### src/rtl/gdt_pkg.sv
// ----------------------------------------------------------------------------
// gdt_pkg
// Field widths, calendar constants and month tables shared by the date to
// tick converter and its channel interfaces.
// ----------------------------------------------------------------------------
package gdt_pkg;

   // Transaction field widths
   localparam int unsigned YEAR_W   = 14;
   localparam int unsigned MONTH_W  = 4;
   localparam int unsigned DAY_W    = 5;
   localparam int unsigned HOUR_W   = 5;
   localparam int unsigned MINUTE_W = 6;
   localparam int unsigned SECOND_W = 6;
   localparam int unsigned MILLI_W  = 10;
   localparam int unsigned TICK_W   = 62;

   // Internal widths
   localparam int unsigned TPM_W    = 14;   // ticks per millisecond, up to 10000
   localparam int unsigned DOY_W    = 9;    // day of year, 0..365
   localparam int unsigned DAYS_W   = 23;   // day count, holds 16383 * 366
   localparam int unsigned TOD_W    = 27;   // millisecond of day
   localparam int unsigned MSUM_W   = 50;   // milliseconds since epoch

   localparam int unsigned TICKS_PER_MS_DEF = 10000;

   localparam logic [YEAR_W-1:0]   YEAR_MAX   = 14'd9999;
   localparam logic [MONTH_W-1:0]  MONTH_JAN  = 4'd1;
   localparam logic [MONTH_W-1:0]  MONTH_FEB  = 4'd2;
   localparam logic [MONTH_W-1:0]  MONTH_DEC  = 4'd12;
   localparam logic [DAY_W-1:0]    FEB_LEAP_LEN = 5'd29;
   localparam logic [HOUR_W-1:0]   HOUR_MAX   = 5'd23;
   localparam logic [MINUTE_W-1:0] MINUTE_MAX = 6'd59;
   localparam logic [SECOND_W-1:0] SECOND_MAX = 6'd59;
   localparam logic [MILLI_W-1:0]  MILLI_MAX  = 10'd999;

   localparam logic [8:0]  DAYS_PER_YEAR     = 9'd365;
   localparam logic [6:0]  YEARS_PER_CENTURY = 7'd100;

   // floor(x / 100) == (x * RECIP_100) >> RECIP_SHIFT for x < 2**14
   localparam logic [12:0] RECIP_100   = 13'd5243;
   localparam int unsigned RECIP_SHIFT = 19;

   localparam logic [26:0] MS_PER_DAY  = 27'd86400000;
   localparam logic [21:0] MS_PER_HOUR = 22'd3600000;
   localparam logic [15:0] MS_PER_MIN  = 16'd60000;
   localparam logic [9:0]  MS_PER_SEC  = 10'd1000;

   function automatic logic [DAY_W-1:0] month_len(input logic [MONTH_W-1:0] mo);
      logic [DAY_W-1:0] len;
      case (mo)
         4'd1:    len = 5'd31;
         4'd2:    len = 5'd28;
         4'd3:    len = 5'd31;
         4'd4:    len = 5'd30;
         4'd5:    len = 5'd31;
         4'd6:    len = 5'd30;
         4'd7:    len = 5'd31;
         4'd8:    len = 5'd31;
         4'd9:    len = 5'd30;
         4'd10:   len = 5'd31;
         4'd11:   len = 5'd30;
         4'd12:   len = 5'd31;
         default: len = 5'd0;
      endcase
      return len;
   endfunction

   function automatic logic [DOY_W-1:0] days_before_month(input logic [MONTH_W-1:0] mo);
      logic [DOY_W-1:0] days;
      case (mo)
         4'd1:    days = 9'd0;
         4'd2:    days = 9'd31;
         4'd3:    days = 9'd59;
         4'd4:    days = 9'd90;
         4'd5:    days = 9'd120;
         4'd6:    days = 9'd151;
         4'd7:    days = 9'd181;
         4'd8:    days = 9'd212;
         4'd9:    days = 9'd243;
         4'd10:   days = 9'd273;
         4'd11:   days = 9'd304;
         4'd12:   days = 9'd334;
         default: days = 9'd0;
      endcase
      return days;
   endfunction

endpackage

### src/rtl/gdt_req_if.sv
// ----------------------------------------------------------------------------
// gdt_req_if
// Request channel: calendar date and time of day, valid/ready handshake.
// ----------------------------------------------------------------------------
interface gdt_req_if;
   import gdt_pkg::*;

   logic                valid;
   logic                ready;
   logic [YEAR_W-1:0]   year_in;
   logic [MONTH_W-1:0]  month_in;
   logic [DAY_W-1:0]    day_in;
   logic [HOUR_W-1:0]   hour_in;
   logic [MINUTE_W-1:0] minute_in;
   logic [SECOND_W-1:0] second_in;
   logic [MILLI_W-1:0]  milli_in;

   modport source (
      output valid, year_in, month_in, day_in, hour_in, minute_in, second_in, milli_in,
      input  ready
   );

   modport sink (
      input  valid, year_in, month_in, day_in, hour_in, minute_in, second_in, milli_in,
      output ready
   );

endinterface

### src/rtl/gdt_rsp_if.sv
// ----------------------------------------------------------------------------
// gdt_rsp_if
// Response channel: tick count and invalid flag, valid/ready handshake.
// ----------------------------------------------------------------------------
interface gdt_rsp_if;
   import gdt_pkg::*;

   logic              valid;
   logic              ready;
   logic [TICK_W-1:0] tick_count;
   logic              invalid;

   modport source (
      output valid, tick_count, invalid,
      input  ready
   );

   modport sink (
      input  valid, tick_count, invalid,
      output ready
   );

endinterface

### src/rtl/gregorian_date_to_ticks.sv
// A request transaction is accepted into the stage A register and passes through
// stages B to F; the response is driven from the stage F register.
// Throughput: one transaction per cycle; every stage holds on backpressure.
// Stage D holds the 23 x 27 bit day-to-millisecond multiply.
// Reset clears the stage valid bits only; payload registers are not reset.
// ----------------------------------------------------------------------------
// gregorian_date_to_ticks
// Converts a proleptic Gregorian date and time of day into ticks since
// 0001-01-01 00:00:00.000, flagging out-of-range fields.
// ----------------------------------------------------------------------------
module gregorian_date_to_ticks #(
   parameter int unsigned TICKS_PER_MS = gdt_pkg::TICKS_PER_MS_DEF
) (
   input  logic      clock,
   input  logic      reset,
   gdt_req_if.sink   req_if,
   gdt_rsp_if.source rsp_if
);
   import gdt_pkg::*;

   localparam int unsigned NUM_STG = 6;
   localparam logic [TPM_W-1:0] TPM = TPM_W'(TICKS_PER_MS);

   // stage valids and per-stage advance
   logic [NUM_STG-1:0] vld_ff, vld_in, adv;

   always_comb begin
      adv[NUM_STG-1] = !vld_ff[NUM_STG-1] || rsp_if.ready;
      for (int k = NUM_STG - 2; k >= 0; k--) begin
         adv[k] = !vld_ff[k] || adv[k+1];
      end
      vld_in[0] = adv[0] ? req_if.valid : vld_ff[0];
      for (int k = 1; k < NUM_STG; k++) begin
         vld_in[k] = adv[k] ? vld_ff[k-1] : vld_ff[k];
      end
   end

   always_ff @(posedge clock) begin
      if (reset) begin
         vld_ff <= '0;
      end else begin
         vld_ff <= vld_in;
      end
   end

   assign req_if.ready = adv[0];

   // ---------------- stage A: captured fields
   logic [YEAR_W-1:0]   yr_a_ff;
   logic [MONTH_W-1:0]  mo_a_ff;
   logic [DAY_W-1:0]    dy_a_ff;
   logic [HOUR_W-1:0]   hr_a_ff;
   logic [MINUTE_W-1:0] mi_a_ff;
   logic [SECOND_W-1:0] se_a_ff;
   logic [MILLI_W-1:0]  ms_a_ff;

   always_ff @(posedge clock) begin
      if (adv[0]) begin
         yr_a_ff <= req_if.year_in;
         mo_a_ff <= req_if.month_in;
         dy_a_ff <= req_if.day_in;
         hr_a_ff <= req_if.hour_in;
         mi_a_ff <= req_if.minute_in;
         se_a_ff <= req_if.second_in;
         ms_a_ff <= req_if.milli_in;
      end
   end

   // ---------------- stage B: centuries, field checks, time of day
   logic [YEAR_W-1:0] py_a;
   logic [26:0]       qy_prod, qpy_prod;
   logic [24:0]       qpy4_prod;
   logic              ok_a;
   logic [TOD_W-1:0]  tod_a;

   logic [YEAR_W-1:0]  yr_b_ff, py_b_ff;
   logic [MONTH_W-1:0] mo_b_ff;
   logic [DAY_W-1:0]   dy_b_ff;
   logic [7:0]         qy_b_ff, qpy_b_ff;
   logic [5:0]         qpy4_b_ff;
   logic               ok_b_ff;
   logic [TOD_W-1:0]   tod_b_ff;

   always_comb begin
      py_a      = yr_a_ff - YEAR_W'(1);
      qy_prod   = 27'(yr_a_ff) * 27'(RECIP_100);
      qpy_prod  = 27'(py_a) * 27'(RECIP_100);
      // floor(floor(py / 4) / 100) is floor(py / 400)
      qpy4_prod = 25'(py_a[YEAR_W-1:2]) * 25'(RECIP_100);
      ok_a = (yr_a_ff != '0) && (yr_a_ff <= YEAR_MAX)
          && (mo_a_ff >= MONTH_JAN) && (mo_a_ff <= MONTH_DEC)
          && (hr_a_ff <= HOUR_MAX) && (mi_a_ff <= MINUTE_MAX)
          && (se_a_ff <= SECOND_MAX) && (ms_a_ff <= MILLI_MAX);
      tod_a = TOD_W'(27'(hr_a_ff) * 27'(MS_PER_HOUR))
            + TOD_W'(27'(mi_a_ff) * 27'(MS_PER_MIN))
            + TOD_W'(27'(se_a_ff) * 27'(MS_PER_SEC))
            + TOD_W'(ms_a_ff);
   end

   always_ff @(posedge clock) begin
      if (adv[1]) begin
         yr_b_ff   <= yr_a_ff;
         py_b_ff   <= py_a;
         mo_b_ff   <= mo_a_ff;
         dy_b_ff   <= dy_a_ff;
         qy_b_ff   <= qy_prod[RECIP_SHIFT+7:RECIP_SHIFT];
         qpy_b_ff  <= qpy_prod[RECIP_SHIFT+7:RECIP_SHIFT];
         qpy4_b_ff <= qpy4_prod[RECIP_SHIFT+5:RECIP_SHIFT];
         ok_b_ff   <= ok_a;
         tod_b_ff  <= tod_a;
      end
   end

   // ---------------- stage C: leap rule, whole years, day of year, day check
   logic             leap_b;
   logic [DAY_W-1:0] len_b;
   logic [DAYS_W-1:0] days_y_b;
   logic [DOY_W-1:0]  doy_b;

   logic [DAYS_W-1:0] days_y_c_ff;
   logic [DOY_W-1:0]  doy_c_ff;
   logic              ok_c_ff;
   logic [TOD_W-1:0]  tod_c_ff;

   always_comb begin
      // divisible by 400 is divisible by 100 with a century count divisible by 4
      leap_b = (yr_b_ff[1:0] == 2'b00)
            && ((yr_b_ff != YEAR_W'(14'(qy_b_ff) * 14'(YEARS_PER_CENTURY)))
                || (qy_b_ff[1:0] == 2'b00));
      len_b  = (mo_b_ff == MONTH_FEB && leap_b) ? FEB_LEAP_LEN : month_len(mo_b_ff);
      days_y_b = DAYS_W'(23'(py_b_ff) * 23'(DAYS_PER_YEAR))
               + DAYS_W'(py_b_ff[YEAR_W-1:2])
               - DAYS_W'(qpy_b_ff)
               + DAYS_W'(qpy4_b_ff);
      doy_b = days_before_month(mo_b_ff)
            + DOY_W'((mo_b_ff > MONTH_FEB) && leap_b)
            + DOY_W'(dy_b_ff) - DOY_W'(1);
   end

   always_ff @(posedge clock) begin
      if (adv[2]) begin
         days_y_c_ff <= days_y_b;
         doy_c_ff    <= doy_b;
         ok_c_ff     <= ok_b_ff && (dy_b_ff != '0) && (dy_b_ff <= len_b);
         tod_c_ff    <= tod_b_ff;
      end
   end

   // ---------------- stage D: days to milliseconds
   logic [DAYS_W-1:0] days_c;
   logic [MSUM_W-1:0] day_ms_d_ff;
   logic              ok_d_ff;
   logic [TOD_W-1:0]  tod_d_ff;

   assign days_c = days_y_c_ff + DAYS_W'(doy_c_ff);

   always_ff @(posedge clock) begin
      if (adv[3]) begin
         day_ms_d_ff <= MSUM_W'(days_c) * MSUM_W'(MS_PER_DAY);
         ok_d_ff     <= ok_c_ff;
         tod_d_ff    <= tod_c_ff;
      end
   end

   // ---------------- stage E: add time of day
   logic [MSUM_W-1:0] msum_e_ff;
   logic              ok_e_ff;

   always_ff @(posedge clock) begin
      if (adv[4]) begin
         msum_e_ff <= day_ms_d_ff + MSUM_W'(tod_d_ff);
         ok_e_ff   <= ok_d_ff;
      end
   end

   // ---------------- stage F: scale to ticks, output register
   logic [63:0]       tick_prod;
   logic [TICK_W-1:0] tick_f_ff;
   logic              inv_f_ff;

   assign tick_prod = 64'(msum_e_ff) * 64'(TPM);

   always_ff @(posedge clock) begin
      if (adv[5]) begin
         tick_f_ff <= ok_e_ff ? tick_prod[TICK_W-1:0] : '0;
         inv_f_ff  <= !ok_e_ff;
      end
   end

   assign rsp_if.valid      = vld_ff[NUM_STG-1];
   assign rsp_if.tick_count = tick_f_ff;
   assign rsp_if.invalid    = inv_f_ff;

endmodule

### src/flat_wrapper.sv
// flat-port wrapper written by rule: the top's interface ports become plain ports
module gregorian_date_to_ticks_flat import gdt_pkg::*;
#(
   parameter int unsigned TICKS_PER_MS = gdt_pkg::TICKS_PER_MS_DEF
)
  (clock, reset, req_if_valid, req_if_year_in, req_if_month_in, req_if_day_in, req_if_hour_in, req_if_minute_in, req_if_second_in, req_if_milli_in, req_if_ready, rsp_if_valid, rsp_if_tick_count, rsp_if_invalid, rsp_if_ready);
  gdt_req_if req_if_i ();
  gdt_rsp_if rsp_if_i ();
  input  logic clock;
  input  logic reset;
  input wire logic [$bits(req_if_i.valid)-1:0] req_if_valid;
  input wire logic [$bits(req_if_i.year_in)-1:0] req_if_year_in;
  input wire logic [$bits(req_if_i.month_in)-1:0] req_if_month_in;
  input wire logic [$bits(req_if_i.day_in)-1:0] req_if_day_in;
  input wire logic [$bits(req_if_i.hour_in)-1:0] req_if_hour_in;
  input wire logic [$bits(req_if_i.minute_in)-1:0] req_if_minute_in;
  input wire logic [$bits(req_if_i.second_in)-1:0] req_if_second_in;
  input wire logic [$bits(req_if_i.milli_in)-1:0] req_if_milli_in;
  output wire logic [$bits(req_if_i.ready)-1:0] req_if_ready;
  output wire logic [$bits(rsp_if_i.valid)-1:0] rsp_if_valid;
  output wire logic [$bits(rsp_if_i.tick_count)-1:0] rsp_if_tick_count;
  output wire logic [$bits(rsp_if_i.invalid)-1:0] rsp_if_invalid;
  input wire logic [$bits(rsp_if_i.ready)-1:0] rsp_if_ready;
  assign req_if_i.valid = req_if_valid;
  assign req_if_i.year_in = req_if_year_in;
  assign req_if_i.month_in = req_if_month_in;
  assign req_if_i.day_in = req_if_day_in;
  assign req_if_i.hour_in = req_if_hour_in;
  assign req_if_i.minute_in = req_if_minute_in;
  assign req_if_i.second_in = req_if_second_in;
  assign req_if_i.milli_in = req_if_milli_in;
  assign req_if_ready = req_if_i.ready;
  assign rsp_if_valid = rsp_if_i.valid;
  assign rsp_if_tick_count = rsp_if_i.tick_count;
  assign rsp_if_invalid = rsp_if_i.invalid;
  assign rsp_if_i.ready = rsp_if_ready;
  gregorian_date_to_ticks #(.TICKS_PER_MS(TICKS_PER_MS)) u_core (.clock(clock), .reset(reset), .req_if(req_if_i), .rsp_if(rsp_if_i));
endmodule
### config.mk
export PLATFORM = sky130hd
export DESIGN_NAME = gregorian_date_to_ticks_flat
export DESIGN_NICKNAME = d
export VERILOG_FILES = /design/src/rtl/gdt_pkg.sv /design/src/rtl/gdt_req_if.sv /design/src/rtl/gdt_rsp_if.sv /design/src/rtl/gregorian_date_to_ticks.sv /design/src/flat_wrapper.sv
export SDC_FILE = /design/constraint.sdc
export NUM_CORES = 2
export LEC_CHECK = 0
export BUFFER_PORTS_ARGS = -buffer_cell sky130_fd_sc_hd__buf_4
export CAP_MARGIN = 20
export CELL_PAD_IN_SITES_DETAIL_PLACEMENT = 0
export CELL_PAD_IN_SITES_GLOBAL_PLACEMENT = 2
export CORE_ASPECT_RATIO = 0.9
export CORE_UTILIZATION = 48
export CTS_CLUSTER_SIZE = 25
export DETAILED_ROUTE_END_ITERATION = 6
export PLACE_DENSITY = 0.95
export SKIP_CTS_REPAIR_TIMING = 1
export SLEW_MARGIN = 20
export SYNTH_ARGS = -nofsm -noshare
export SYNTH_HDL_FRONTEND = slang
export SYNTH_SLANG_ARGS = --single-unit
### constraint.sdc
create_clock -name clock -period 25 [get_ports clock]
set_input_delay 1.25 -clock clock [delete_from_list [all_inputs] [get_ports clock]]
set_output_delay 1.25 -clock clock [all_outputs]
set_load 0.01 [all_outputs]
==> flow_summary.toml <==
[outcome]
status = "finished clean"

[floorplan]
std_cell_rows = 109
core_sq_um = 98700
die_area_sq_um = 101000
die_h_microns = 302
die_w_microns = 335
start_util = 0.487
io_pins = 119

[job]
cap_violations = 0

[synth]
synth_top_cell_by_area = "fa_1"
netlist_top_cells_area = "fa_1 24%, ha_1 24%, edfxtp_1 23%"
synth.distinct_cells = 76
synth_warnings = 0
synthArstFlopShare = 0
syn_inst = 4509
syn-cell-area_sq_um = 48000
yosysTopAreaCellShare = 0.239
synth_flop_cell = "edfxtp_1"
synth_seq_cells = 393
seq_area_frac_synth = 0.242
synth_area_per_cell_sq_um = 10.7
synth_edf_count = 375

[layout]
finalNetCount = 6188
final_cell_mix = "1,144 x inv_1, 909 x ha_1, 573 x fa_1"
design_area_sq_um = 52200
final_common_cell = "inv_1"
area_delta_synth_final_pct = 8.68
insertedDiodeCount = 0
drive_gt1_frac = 0.0527

[timing]
period_needed_ns = 8.99
setup_viol = 0
fin_setup_tns_ns = 0
clock_skew_ns = 0.0359
relSlewSlack = 0.341
min_period_over_period = 0.359
fmax_mhz = 111
slew_viol_final = 0
max_slew.worst_pin.slew_ns = 0.981
fin_ws_ns = 16.01
hold_viol_final = 0
rsz0062_at_grt = "no"

[clock_network]
cts_tree = "built"
cts.reportedPaths.clkPinSlew_ns = 0.06
htreeDepth = 2
cts-root-buf = "clkbuf_16"
insertion_delay_ns = 0.62
clock_sinks = 393
clk_path_buf_depth = 3
cts_made_buffers = 46

[critical_path]
arrival_ns = 9.33
critPathSlowestCell = "a2111oi_0"
startpoint_type = "flop"
criticalPathCategory = "reg2reg"
crit_top_cell = "fa_1"
end_kind = "flop"
cp.required_ns = 25.34
critical-path-max-stage-delay_ns = 0.64
worstPathMaxFanout = 6

[route]
via_count = 29600
wirelength_microns = 94200
postRouteAntennaNets = 0
drc = 0
vias_per_cell = 4.92
first_iter_violations = 1148
drt-pass1-iter-count = 5
wl_per_cell_microns = 15.6

[global_routing]
grt_pass1_vias = 31300
track_usage = 0.194
grt_pass1_wl_microns = 158000
grt_max_degree = 69
antenna_found_initial = 0
gr-total-overflow = 0

[hold_path]
hold_class = "reg2reg"

[place]
place_congestion = 0.869
pre_cts_slack_ns = 15.97
placed_area_sq_um = 50600
port-buffer-count = 114
dp.final_hpwl_microns = 80600
through the flow:
stage               hold slack [ns]   util  cells
finish                        0.411  0.529   6022
global route                  0.405  0.529   6022
CTS                           0.409  0.529   6022
detailed placement            0.405  0.512   5936
global placement              0.400  0.512   5936
floorplan                     0.400      -   4512
registers in the layout, indices dropped and copies added, names as in the netlist, 23 cells and up, named ones only:
signal	flops
u_core.tod_d_ff	27
u_core.tod_b_ff	27
u_core.days_y_c_ff	23
u_core.msum_e_ff	50
u_core.day_ms_d_ff	40
u_core.rsp_if.tick_count	58
u_core.tod_c_ff	27
area by class of cell:
| type | count | area [sq um] |
|---|---|---|
| inverters | 1148 | 4310 |
| multi-input cells | 2930 | 32000 |
| flip-flops and latches | 393 | 11600 |
| clock buffers | 48 | 1160 |
| clock inverters | 38 | 477 |
| fillers | 8853 | 46500 |
| repair buffers | 133 | 998 |
| well taps | 1332 | 1670 |
metal layers:
layer	track usage	wire length (microns)
met1	0.273	46200
met2	0.326	44100
met3	0.0201	2560
met4	0.0345	1360
met5	0	0
logic make-up (layout without fill, tap and decap cells):
group	Yosys count	count (layout)	share of synthesized area
DFF	393	393	0.242
xor gates and xnor gates	293	293	0.0534
AOI/OAI and AO/OA	583	583	0.0784
buffers and inverters	1189	1367	0.0932
other	1	4	0.0000781
and+or+nand+nor	561	561	0.0560
adders and majority gates	1482	1482	0.476
muxes	7	7	0.00146
critical path: cells and delay by family, from the launching register on:
family / cells / cell delay [ns]
buf+inv: 5 / 0.54
fa+ha+maj: 9 / 3.94
simple gates: 3 / 0.37
flops: 1 / 0.36
xor+xnor: 2 / 0.40
compound gates: 14 / 3.14
synthesized netlist by cell type, types with 8 or more instances:
cell and instances:
and3_1 24, or3_1 10, nand3_1 40, nand2_1 128, xor2_1 102, a21boi_0 13, nor2b_1 32, or2_2 9
a21oi_1 197, o21bai_1 41, nor2_1 176, a211oi_1 21, a21o_1 94, nand4_1 31, ha_1 909, o21ai_0 93
fa_1 573, dfxtp_1 18, nor3_1 40, nand2b_1 20, inv_1 1146, nor4_1 10, a31oi_1 15, edfxtp_1 375
and4_1 8, o21a_1 14, o211ai_1 14, and2_1 19, xnor2_1 191, clkbuf_1 37
path summary, 6_finish.rpt:
| path | slack (ns) | startpoint | end | depth (start not counted) |
|---|---|---|---|---|
| setup reg to reg | 16.01 | u_core.doy_c_ff[0]$_DFFE_PP_ | u_core.day_ms_d_ff[47]$_DFFE_PP_ | 33 |
| hold reg to reg | 0.41 | u_core.ms_a_ff[0]$_DFFE_PP_ | u_core.tod_b_ff[0]$_DFFE_PP_ | 0 |
| setup / recovery | 16.01 | u_core.doy_c_ff[0]$_DFFE_PP_ | u_core.day_ms_d_ff[47]$_DFFE_PP_ | 33 |
| hold / removal | 0.41 | u_core.ms_a_ff[0]$_DFFE_PP_ | u_core.tod_b_ff[0]$_DFFE_PP_ | 0 |
Power is not shown: default switching activity piles up to over one toggle a cycle in this logic, so the estimate is an artifact.
